===== src/lpoc_pkg.sv =====
// Shared types, constants and column helpers for the line printer output canonicalizer.
`default_nettype none
package lpoc_pkg;

  localparam int unsigned ColumnBits = 16;
  localparam int unsigned CmpW       = (ColumnBits > 16) ? ColumnBits : 16;
  localparam int unsigned TabW       = ColumnBits + 2;
  localparam logic [ColumnBits-1:0] ColMax = {ColumnBits{1'b1}};

  localparam int unsigned QDepth  = 4;
  localparam int unsigned QPtrW   = $clog2(QDepth);
  localparam int unsigned QCntW   = $clog2(QDepth + 1);
  localparam int unsigned MaxRes  = 4;
  localparam int unsigned ResCntW = $clog2(MaxRes + 1);

  localparam int unsigned ModeRaw  = 0;
  localparam int unsigned ModeCaps = 1;
  localparam int unsigned ModeDrop = 2;

  localparam logic [7:0] ChBs     = 8'h08;
  localparam logic [7:0] ChTab    = 8'h09;
  localparam logic [7:0] ChNl     = 8'h0A;
  localparam logic [7:0] ChFf     = 8'h0C;
  localparam logic [7:0] ChCr     = 8'h0D;
  localparam logic [7:0] ChSpace  = 8'h20;
  localparam logic [7:0] ChDash   = 8'h2D;
  localparam logic [7:0] ChLowA   = 8'h61;
  localparam logic [7:0] ChLowZ   = 8'h7A;
  localparam logic [7:0] CaseDiff = 8'h20;
  localparam logic [7:0] ChLBrace = 8'h7B;
  localparam logic [7:0] ChRBrace = 8'h7D;
  localparam logic [7:0] ChBquote = 8'h60;
  localparam logic [7:0] ChBar    = 8'h7C;
  localparam logic [7:0] ChTilde  = 8'h7E;
  localparam logic [7:0] ChLParen = 8'h28;
  localparam logic [7:0] ChRParen = 8'h29;
  localparam logic [7:0] ChQuote  = 8'h27;
  localparam logic [7:0] ChBang   = 8'h21;
  localparam logic [7:0] ChCaret  = 8'h5E;

  typedef enum logic [1:0] {
    CFG_MODE,
    CFG_INDENT,
    CFG_LIMIT,
    CFG_PAGE
  } cfg_idx_e;

  typedef enum logic [3:0] {
    K_RAW,
    K_TAB,
    K_NL,
    K_FF,
    K_CR,
    K_BS,
    K_SPACE,
    K_PRINT,
    K_OVER
  } kind_e;

  typedef struct packed {
    kind_e      kind;
    logic [7:0] ch;
  } item_t;

  typedef struct packed {
    logic [2:0]  mode;
    logic [7:0]  indent;
    logic [15:0] limit;
    logic [7:0]  page;
  } cfg_t;

  typedef struct packed {
    logic [7:0]  data;
    logic [15:0] lead;
    logic        last;
  } result_t;

  typedef struct packed {
    logic [ColumnBits-1:0] lc;
    logic [ColumnBits-1:0] pc;
    logic                  cr;
    logic                  pr;
    logic [15:0]           lead;
  } put_res_t;

  function automatic logic [ColumnBits-1:0] sat_inc(input logic [ColumnBits-1:0] v);
    return (v == ColMax) ? v : v + 1'b1;
  endfunction

  // Places one printable character at the logical column.
  function automatic put_res_t put_char(input logic [ColumnBits-1:0] lc,
                                        input logic [ColumnBits-1:0] pc,
                                        input logic [15:0]           limit,
                                        input logic                  drop);
    put_res_t              r;
    logic [ColumnBits-1:0] p;
    r.cr   = 1'b0;
    r.pr   = 1'b0;
    r.lead = '0;
    r.lc   = sat_inc(lc);
    r.pc   = pc;
    p      = pc;
    if (!(lc < pc && drop)) begin
      if (lc < pc) begin
        r.cr = 1'b1;
        p    = '0;
      end
      r.pc = p;
      if (CmpW'(lc) < CmpW'(limit)) begin
        r.pr   = 1'b1;
        r.lead = 16'(lc - p);
        r.pc   = sat_inc(lc);
      end
    end
    return r;
  endfunction

endpackage
`default_nettype wire


===== src/lpoc_front.sv =====
// Front end: accepts text bytes and classifies them into queue entries.
`default_nettype none
module lpoc_front (
  input  wire logic           in_valid_i,
  output logic                in_stall_o,
  input  wire logic [7:0]     in_byte_i,
  input  wire logic [2:0]     mode_i,
  input  wire logic           full_i,
  output logic                push_o,
  output lpoc_pkg::item_t     item_o
);
  import lpoc_pkg::*;

  assign in_stall_o = full_i;
  assign push_o     = in_valid_i && !full_i;

  always_comb begin
    logic [7:0] c;
    logic [7:0] sub;
    c   = in_byte_i;
    sub = '0;
    item_o.kind = K_PRINT;
    item_o.ch   = in_byte_i;
    if (mode_i[ModeRaw]) begin
      item_o.kind = K_RAW;
    end else begin
      if (mode_i[ModeCaps]) begin
        if (c >= ChLowA && c <= ChLowZ) begin
          c = c - CaseDiff;
        end
        case (c)
          ChLBrace: sub = ChLParen;
          ChRBrace: sub = ChRParen;
          ChBquote: sub = ChQuote;
          ChBar:    sub = ChBang;
          ChTilde:  sub = ChCaret;
          default:  sub = '0;
        endcase
      end
      item_o.ch = c;
      if (sub != 8'h00) begin
        item_o.kind = K_OVER;
        item_o.ch   = sub;
      end else begin
        case (c)
          ChTab:   item_o.kind = K_TAB;
          ChNl:    item_o.kind = K_NL;
          ChFf:    item_o.kind = K_FF;
          ChCr:    item_o.kind = K_CR;
          ChBs:    item_o.kind = K_BS;
          ChSpace: item_o.kind = K_SPACE;
          default: item_o.kind = K_PRINT;
        endcase
      end
    end
  end

endmodule
`default_nettype wire


===== src/lpoc_fifo.sv =====
// Short queue of classified items between the front and back ends.
`default_nettype none
module lpoc_fifo (
  input  wire logic            clk_i,
  input  wire logic            rst_ni,
  input  wire logic            push_i,
  input  wire lpoc_pkg::item_t data_i,
  output logic                 full_o,
  input  wire logic            pop_i,
  output lpoc_pkg::item_t      data_o,
  output logic                 empty_o
);
  import lpoc_pkg::*;

  item_t              mem_q [QDepth];
  logic [QPtrW-1:0]   wr_q, wr_d, rd_q, rd_d;
  logic [QCntW-1:0]   cnt_q, cnt_d;

  assign full_o  = (cnt_q == QCntW'(QDepth));
  assign empty_o = (cnt_q == '0);
  assign data_o  = mem_q[rd_q];

  always_comb begin
    wr_d  = wr_q;
    rd_d  = rd_q;
    cnt_d = cnt_q;
    if (push_i) begin
      wr_d = (wr_q == QPtrW'(QDepth - 1)) ? '0 : wr_q + 1'b1;
    end
    if (pop_i) begin
      rd_d = (rd_q == QPtrW'(QDepth - 1)) ? '0 : rd_q + 1'b1;
    end
    if (push_i && !pop_i) begin
      cnt_d = cnt_q + 1'b1;
    end else if (pop_i && !push_i) begin
      cnt_d = cnt_q - 1'b1;
    end
  end

  always_ff @(posedge clk_i or negedge rst_ni) begin
    if (!rst_ni) begin
      wr_q  <= '0;
      rd_q  <= '0;
      cnt_q <= '0;
    end else begin
      wr_q  <= wr_d;
      rd_q  <= rd_d;
      cnt_q <= cnt_d;
    end
  end

  always_ff @(posedge clk_i) begin
    if (push_i) begin
      mem_q[wr_q] <= data_i;
    end
  end

endmodule
`default_nettype wire


===== src/lpoc_back.sv =====
// Back end: column and line state, result generation and the output buffer.
`default_nettype none
module lpoc_back (
  input  wire logic            clk_i,
  input  wire logic            rst_ni,
  input  wire lpoc_pkg::cfg_t  cfg_i,
  input  wire lpoc_pkg::item_t item_i,
  input  wire logic            empty_i,
  output logic                 pop_o,
  output logic                 out_valid_o,
  input  wire logic            out_stall_i,
  output logic [7:0]           out_byte_o,
  output logic [15:0]          lead_spaces_o,
  output logic                 last_o
);
  import lpoc_pkg::*;

  logic [ColumnBits-1:0] lc_q, lc_d, pc_q, pc_d;
  logic [7:0]            line_q, line_d;
  result_t               buf_q [MaxRes];
  result_t               buf_d [MaxRes];
  result_t               res   [MaxRes];
  logic [ResCntW-1:0]    cnt_q, cnt_d, n;
  logic                  take;

  assign out_valid_o   = (cnt_q != '0);
  assign take          = out_valid_o && !out_stall_i;
  assign out_byte_o    = buf_q[0].data;
  assign lead_spaces_o = buf_q[0].lead;
  assign last_o        = buf_q[0].last;

  // A new item is executed only when the buffer is empty or its final beat leaves now.
  assign pop_o = !empty_i && ((cnt_q == '0) || (cnt_q == ResCntW'(1) && take));

  always_comb begin
    put_res_t              p1;
    put_res_t              p2;
    logic [ColumnBits-1:0] lc2;
    logic [ColumnBits-1:0] ind;
    logic [TabW-1:0]       tx;
    logic [TabW-1:0]       tt;
    logic [7:0]            lcnt;
    logic                  isff;
    logic                  en   [MaxRes];
    result_t               cand [MaxRes];
    ind  = ColumnBits'(cfg_i.indent);
    p1   = put_char(lc_q, pc_q, cfg_i.limit, cfg_i.mode[ModeDrop]);
    lc2  = (p1.lc != '0) ? p1.lc - 1'b1 : '0;
    p2   = put_char(lc2, p1.pc, cfg_i.limit, cfg_i.mode[ModeDrop]);
    tx   = TabW'(lc_q) + TabW'(8) - TabW'(cfg_i.indent);
    tt   = {tx[TabW-1:3], 3'b000} + TabW'(cfg_i.indent);
    lcnt = (item_i.kind == K_NL) ? line_q + 1'b1 : line_q;
    isff = (item_i.kind == K_FF) || (lcnt >= cfg_i.page);
    for (int i = 0; i < MaxRes; i++) begin
      en[i]   = 1'b0;
      cand[i] = '{data: ChCr, lead: '0, last: 1'b0};
    end
    lc_d   = lc_q;
    pc_d   = pc_q;
    line_d = line_q;
    case (item_i.kind)
      K_RAW: begin
        en[1]   = 1'b1;
        cand[1] = '{data: item_i.ch, lead: '0, last: 1'b0};
      end
      K_TAB: begin
        lc_d = (tt[TabW-1:ColumnBits] != '0) ? ColMax : tt[ColumnBits-1:0];
      end
      K_NL, K_FF: begin
        pc_d   = '0;
        lc_d   = ind;
        line_d = lcnt;
        if (lcnt != 8'h00) begin
          en[1]   = 1'b1;
          cand[1] = '{data: (isff ? ChFf : ChNl), lead: '0, last: 1'b0};
          if (isff) begin
            line_d = '0;
          end
        end
      end
      K_CR: begin
        lc_d = ind;
      end
      K_BS: begin
        if (lc_q > ind) begin
          lc_d = lc_q - 1'b1;
        end
      end
      K_SPACE: begin
        lc_d = sat_inc(lc_q);
      end
      K_PRINT: begin
        en[0]   = p1.cr;
        en[1]   = p1.pr;
        cand[1] = '{data: item_i.ch, lead: p1.lead, last: 1'b0};
        lc_d    = p1.lc;
        pc_d    = p1.pc;
      end
      K_OVER: begin
        en[0]   = p1.cr;
        en[1]   = p1.pr;
        cand[1] = '{data: item_i.ch, lead: p1.lead, last: 1'b0};
        en[2]   = p2.cr;
        en[3]   = p2.pr;
        cand[3] = '{data: ChDash, lead: p2.lead, last: 1'b0};
        lc_d    = p2.lc;
        pc_d    = p2.pc;
      end
      default: begin
        lc_d = lc_q;
      end
    endcase
    // Pack the enabled results to the front and flag the final one.
    n = '0;
    for (int i = 0; i < MaxRes; i++) begin
      res[i] = cand[i];
    end
    for (int i = 0; i < MaxRes; i++) begin
      if (en[i]) begin
        res[n[ResCntW-2:0]] = cand[i];
        n = n + 1'b1;
      end
    end
    for (int i = 0; i < MaxRes; i++) begin
      res[i].last = (ResCntW'(i) + 1'b1 == n);
    end
  end

  always_comb begin
    cnt_d = cnt_q;
    for (int i = 0; i < MaxRes; i++) begin
      buf_d[i] = buf_q[i];
    end
    if (pop_o) begin
      cnt_d = n;
      for (int i = 0; i < MaxRes; i++) begin
        buf_d[i] = res[i];
      end
    end else if (take) begin
      cnt_d = cnt_q - 1'b1;
      for (int i = 0; i < MaxRes - 1; i++) begin
        buf_d[i] = buf_q[i + 1];
      end
    end
  end

  always_ff @(posedge clk_i or negedge rst_ni) begin
    if (!rst_ni) begin
      lc_q   <= '0;
      pc_q   <= '0;
      line_q <= '0;
      cnt_q  <= '0;
    end else begin
      cnt_q <= cnt_d;
      if (pop_o) begin
        lc_q   <= lc_d;
        pc_q   <= pc_d;
        line_q <= line_d;
      end
    end
  end

  always_ff @(posedge clk_i) begin
    for (int i = 0; i < MaxRes; i++) begin
      buf_q[i] <= buf_d[i];
    end
  end

`ifndef NO_ASSERTIONS
  a_final_beat_last: assert property (@(posedge clk_i) disable iff (!rst_ni)
    (cnt_q == ResCntW'(1)) |-> buf_q[0].last)
    else $error("single buffered beat is not marked last");

  a_nonlast_has_more: assert property (@(posedge clk_i) disable iff (!rst_ni)
    (out_valid_o && !buf_q[0].last) |-> (cnt_q > ResCntW'(1)))
    else $error("non-final beat has no successor in the buffer");

  a_buffer_bound: assert property (@(posedge clk_i) disable iff (!rst_ni)
    cnt_q <= ResCntW'(MaxRes))
    else $error("output buffer count out of range");

  a_pop_drains: assert property (@(posedge clk_i) disable iff (!rst_ni)
    (pop_o && n == '0) |=> !out_valid_o)
    else $error("item without results left beats in the buffer");
`endif

endmodule
`default_nettype wire


===== src/line_printer_output_canonicalizer_top.sv =====
// Top level of the line printer output canonicalizer: configuration registers and wiring.
`default_nettype none
// Converts a text byte stream into printer beats (byte plus leading space count plus
// last flag). A byte that yields zero or one beat is taken every cycle while the output
// is not stalled; a byte that yields several beats (a forced return before a character,
// or a capitals-mode overstrike, up to four beats) holds the output buffer until each
// beat is taken, and a four-entry queue behind the input keeps accepting bytes while
// that buffer drains. Each byte is registered in the queue, then in the output buffer.
// Configuration writes are always ready and must be made while the block is idle.
module line_printer_output_canonicalizer_top (
  input  wire logic        clk_i,
  input  wire logic        rst_ni,
  input  wire logic        in_valid_i,
  output logic             in_stall_o,
  input  wire logic [7:0]  in_byte_i,
  output logic             out_valid_o,
  input  wire logic        out_stall_i,
  output logic [7:0]       out_byte_o,
  output logic [15:0]      lead_spaces_o,
  output logic             last_o,
  input  wire logic        cfg_valid_i,
  output logic             cfg_ready_o,
  input  wire logic [1:0]  cfg_index_i,
  input  wire logic [15:0] cfg_data_i
);
  import lpoc_pkg::*;

  cfg_t  cfg_q;
  item_t front_item, queue_item;
  logic  push, pop, full, empty;

  assign cfg_ready_o = 1'b1;

  always_ff @(posedge clk_i or negedge rst_ni) begin
    if (!rst_ni) begin
      cfg_q.mode   <= '0;
      cfg_q.indent <= '0;
      cfg_q.limit  <= 16'hFFFF;
      cfg_q.page   <= 8'd66;
    end else if (cfg_valid_i && cfg_ready_o) begin
      case (cfg_idx_e'(cfg_index_i))
        CFG_MODE:   cfg_q.mode   <= cfg_data_i[2:0];
        CFG_INDENT: cfg_q.indent <= cfg_data_i[7:0];
        CFG_LIMIT:  cfg_q.limit  <= cfg_data_i;
        CFG_PAGE:   cfg_q.page   <= cfg_data_i[7:0];
        default:    cfg_q.mode   <= cfg_q.mode;
      endcase
    end
  end

  lpoc_front u_front (
    .in_valid_i (in_valid_i),
    .in_stall_o (in_stall_o),
    .in_byte_i  (in_byte_i),
    .mode_i     (cfg_q.mode),
    .full_i     (full),
    .push_o     (push),
    .item_o     (front_item)
  );

  lpoc_fifo u_fifo (
    .clk_i   (clk_i),
    .rst_ni  (rst_ni),
    .push_i  (push),
    .data_i  (front_item),
    .full_o  (full),
    .pop_i   (pop),
    .data_o  (queue_item),
    .empty_o (empty)
  );

  lpoc_back u_back (
    .clk_i         (clk_i),
    .rst_ni        (rst_ni),
    .cfg_i         (cfg_q),
    .item_i        (queue_item),
    .empty_i       (empty),
    .pop_o         (pop),
    .out_valid_o   (out_valid_o),
    .out_stall_i   (out_stall_i),
    .out_byte_o    (out_byte_o),
    .lead_spaces_o (lead_spaces_o),
    .last_o        (last_o)
  );

endmodule
`default_nettype wire

===== config.mk =====
export PLATFORM = sky130hd
export DESIGN_NAME = line_printer_output_canonicalizer_top
export DESIGN_NICKNAME = d
export VERILOG_FILES = /design/src/lpoc_pkg.sv /design/src/lpoc_front.sv /design/src/lpoc_fifo.sv /design/src/lpoc_back.sv /design/src/line_printer_output_canonicalizer_top.sv
export SDC_FILE = /design/constraint.sdc
export NUM_CORES = 1
export LEC_CHECK = 0
export CAP_MARGIN = 20
export CELL_PAD_IN_SITES_DETAIL_PLACEMENT = 1
export CELL_PAD_IN_SITES_GLOBAL_PLACEMENT = 1
export CORE_MARGIN = 2
export CORE_UTILIZATION = 45
export DETAILED_ROUTE_END_ITERATION = 7
export DONT_BUFFER_PORTS = 1
export HOLD_SLACK_MARGIN = 0.06
export PLACE_DENSITY = 0.74
export SLEW_MARGIN = 20
export SYNTH_ARGS = -nofsm -noshare
export SYNTH_HDL_FRONTEND = slang
export SYNTH_HIERARCHICAL = 1
export SYNTH_SLANG_ARGS = --single-unit
export TNS_END_PERCENT = 1

===== constraint.sdc =====
create_clock -name clk_i -period 8.6 [get_ports clk_i]
set_input_delay 1.29 -clock clk_i [delete_from_list [all_inputs] [get_ports clk_i]]
set_output_delay 1.29 -clock clk_i [all_outputs]
set_load 0.01 [all_outputs]

==> metrics.txt <==
layout cell share with drive strength beyond 1 12.33%; routed vias/inst 6.188; H-tree depth 1; share of the synthesized area in the top cell type 23.00%; worst r2r dst u_back/buf_q[0][15]$_DFFE_PP_; n_diodes 0; layout net count 2055; GRT overflow 0; Critical Path AT 8380 ps; core area 38470 µm²; Rel. slew slack 25.72%; die area 40460 µm²; Synth area leaders edfxtp_1 23%, ha_1 12%, dfrtp_1 9.6%, xnor2_1 4.0%, nand2_1 3.8%; synthesis-stage register bit count 219; Critical Path Sink u_back/buf_q[0][15]$_DFFE_PP_; minimum clock period 8063 ps; cells on worst reg2reg path 32; Async S/R FF share, synth 38.81%; Crit Path Class flip-flop to flip-flop; Synth area leader edfxtp_1; crit end category flip-flop; # IOs 59; post-synthesis cell area 17490 µm²; Synthesis Warnings 6; number of global-route vias before repair 15480; initial antenna violation count 0; CTS Buf Count 26; Worst Tran Pin Value 1099 ps; CTS tree yes; Post-CTS Setup Bufs 0; WL per Instance 24.27 µm; post-synthesis sequential area ratio 35.29%; root buf cell clkbuf_16; Die Wd 201.2 µm; GPL Wtd Cong 0.9752; post-DP HPWL 45040 µm; setup_tns 0 ps; CP max FO 14; Max-Cap Viols 0; Die Y 201.2 µm; R2R Setup Slk 540 ps; final setup violation count 0; Slew Viols, Final 0; clock tree buffer depth 3; Routed Antenna Nets 0; All-Layer GR Usage 28.59%; vias post-DR 14800; Residual DRC 0; starting density of the core 45.47%; syn_nets 2050; clk sinks 219; top_reg_cell synth edfxtp_1; DRT Wirelength 58030 µm; Post-Synthesis Cells 1848; Hold Crit Class input port to asynchronous set/reset pin; status completed; Netlist cell types 115; max incr delay on CP 760 ps; first-pass GRT wire length 90770 µm; Area Growth Syn to Fin 8.548%; Initial DRC Count 1011; I/O Buffers 0; number of enable flip-flop cells after synthesis 134; worst r2r src u_back/lc_q[4]$_DFFE_PN0P_; RSZ-0062 raised after global routing no; final worst-path cycle share 93.75%; Worst Clk Skew 17.22 ps; drt pass-1 iters 5; CP startpoint u_back/lc_q[4]$_DFFE_PN0P_; Site Rows 72; Fin. Hold Viols 0; clock-pin slew on the worst setup and hold paths 60 ps; crit path max-delay cell type dfrtp_1; worst path required time 8920 ps; largest net degree at the start of global routing 86; Max Freq 124.0 MHz; CP Launch Type flip-flop; syn avg cell area 9.465 µm²; Clock Latency Late Sink 570 ps
[critical path: cells and delay by family, from the launching register on]
| family | cells | cell delay (ps) |
|---|---|---|
| AO/OA/AOI/OAI | 13 | 2680 |
| AND/OR/NAND/NOR | 11 | 2470 |
| buffers and inverters | 3 | 470 |
| adder cells (fa/ha/maj) | 3 | 920 |
| XOR/XNOR | 2 | 500 |
| flip-flops | 1 | 760 |
[cell usage in the layout, fill, tap and decap left out, types with 15 or more instances in the layout]
master,netlist,routed
nand3_1,48,48
nor2b_1,19,19
nand2_1,179,179
a21o_1,29,29
xnor2_1,80,80
buf_4,8,53
a211oi_1,25,25
a31oi_1,21,21
a21oi_1,83,83
nor2_1,155,154
dfrtp_1,67,62
inv_1,122,121
xor2_1,31,31
and2_1,17,17
dfstp_2,18,18
o21ai_0,88,87
clkbuf_16,0,26
o21ai_1,14,15
edfxtp_1,134,134
nand4_1,17,17
mux2_2,33,33
ha_1,164,164
nor3_1,41,40
nand2b_1,19,19
or3_1,17,16
a22o_1,18,18
[Yosys cell counts, types with 13 or more instances]
library cell  count
inv_1           122
a22o_1           18
o21ai_1          14
and3_1           13
a211oi_1         25
ha_1            164
nand4_1          17
xnor2_1          80
buf_2            22
nor2_1          155
nor3_1           41
or3_1            17
nand3_1          48
nand2b_1         19
a21o_1           29
dfstp_2          18
dfrtp_1          67
o21a_1           13
nand2_1         179
mux2_2           33
and2_1           17
o21ai_0          88
a31oi_1          21
a21oi_1          83
nor2b_1          19
xor2_1           31
nor4_1           14
edfxtp_1        134
clkbuf_1         40
or2_2            14
[metrics by stage]
step | instances | instance area [µm²] | util, % | hold WS (ps) | worst slack, ps
floorplan | 1848 | 17490 | - | 456.3 | 845.9
CTS | 2391 | 18960 | 49.30 | 398.1 | 280.7
detailed placement | 2343 | 18180 | 47.26 | 489.2 | 385.6
finish | 2391 | 18990 | 49.36 | 427.7 | 537.2
global placement | 2343 | 18180 | 47.26 | 470.7 | 687.5
global route | 2391 | 18990 | 49.36 | 410.0 | 19.03
[logic make-up (layout without fill, tap and decap cells)]
group / count (synthesis) / in the layout / synth area share (%)
compound gates: 465 / 465 / 18.66
xor+xnor: 112 / 112 / 5.651
fa+ha+maj: 171 / 171 / 12.53
buf+inv: 200 / 225 / 4.850
flops: 219 / 219 / 35.29
mux: 64 / 64 / 5.186
other cells: 1 / 1 / 0.02144
simple gates: 616 / 616 / 17.81
[routing by layer]
metal  GRT usage (%)  part of all wire (%)  up-vias
li1                -                     -     6837
met1           38.58                    45     7469
met3           3.547                   4.8      105
met4           9.524                   3.2        0
met5               0                     0        -
met2           47.68                    47      384
[sequential cells by signal, summed over array words and instances (netlist names)]
name / count
u_back/buf_q: 86
u_fifo/mem_q: 48
cfg_q: 35
u_back/lc_q: 16
u_back/pc_q: 16
u_back/line_q: 8
u_back/cnt_q: 3
u_fifo/cnt_q: 3
u_fifo/rd_q: 2
u_fifo/wr_q: 2
[cell type report]
cell class | count | area [µm²]
sequential | 219 | 6180
timing repair buffer | 54 | 417.9
inverter | 123 | 461.7
clock inverter | 13 | 78.83
fill | 4413 | 19480
clock buffer | 35 | 704.4
tap | 518 | 648.1
multi-input combinational | 1429 | 10500
[how the worst min path moves through the flow]
stage	startpoint	endpoint	cells past startpoint
after CTS	rst_ni	u_back/lc_q[6]$_DFFE_PN0P_	0
after detailed placement	u_fifo/cnt_q[2]$_DFFE_PN0P_	u_fifo/cnt_q[2]$_DFFE_PN0P_	1
after floorplan	u_fifo/cnt_q[2]$_DFFE_PN0P_	u_fifo/cnt_q[2]$_DFFE_PN0P_	1
after global placement	u_fifo/cnt_q[2]$_DFFE_PN0P_	u_fifo/cnt_q[2]$_DFFE_PN0P_	1
after global routing	rst_ni	u_back/lc_q[6]$_DFFE_PN0P_	0
final	rst_ni	u_back/lc_q[8]$_DFFE_PN0P_	0
[what timing repair did]
item	CTS	global route
resized for setup	0	11
endpoints found under the setup margin	0	14
hold buffers	0	0
Power is not shown: default switching activity piles up to over one toggle a cycle in this logic, so the estimate is an artifact.
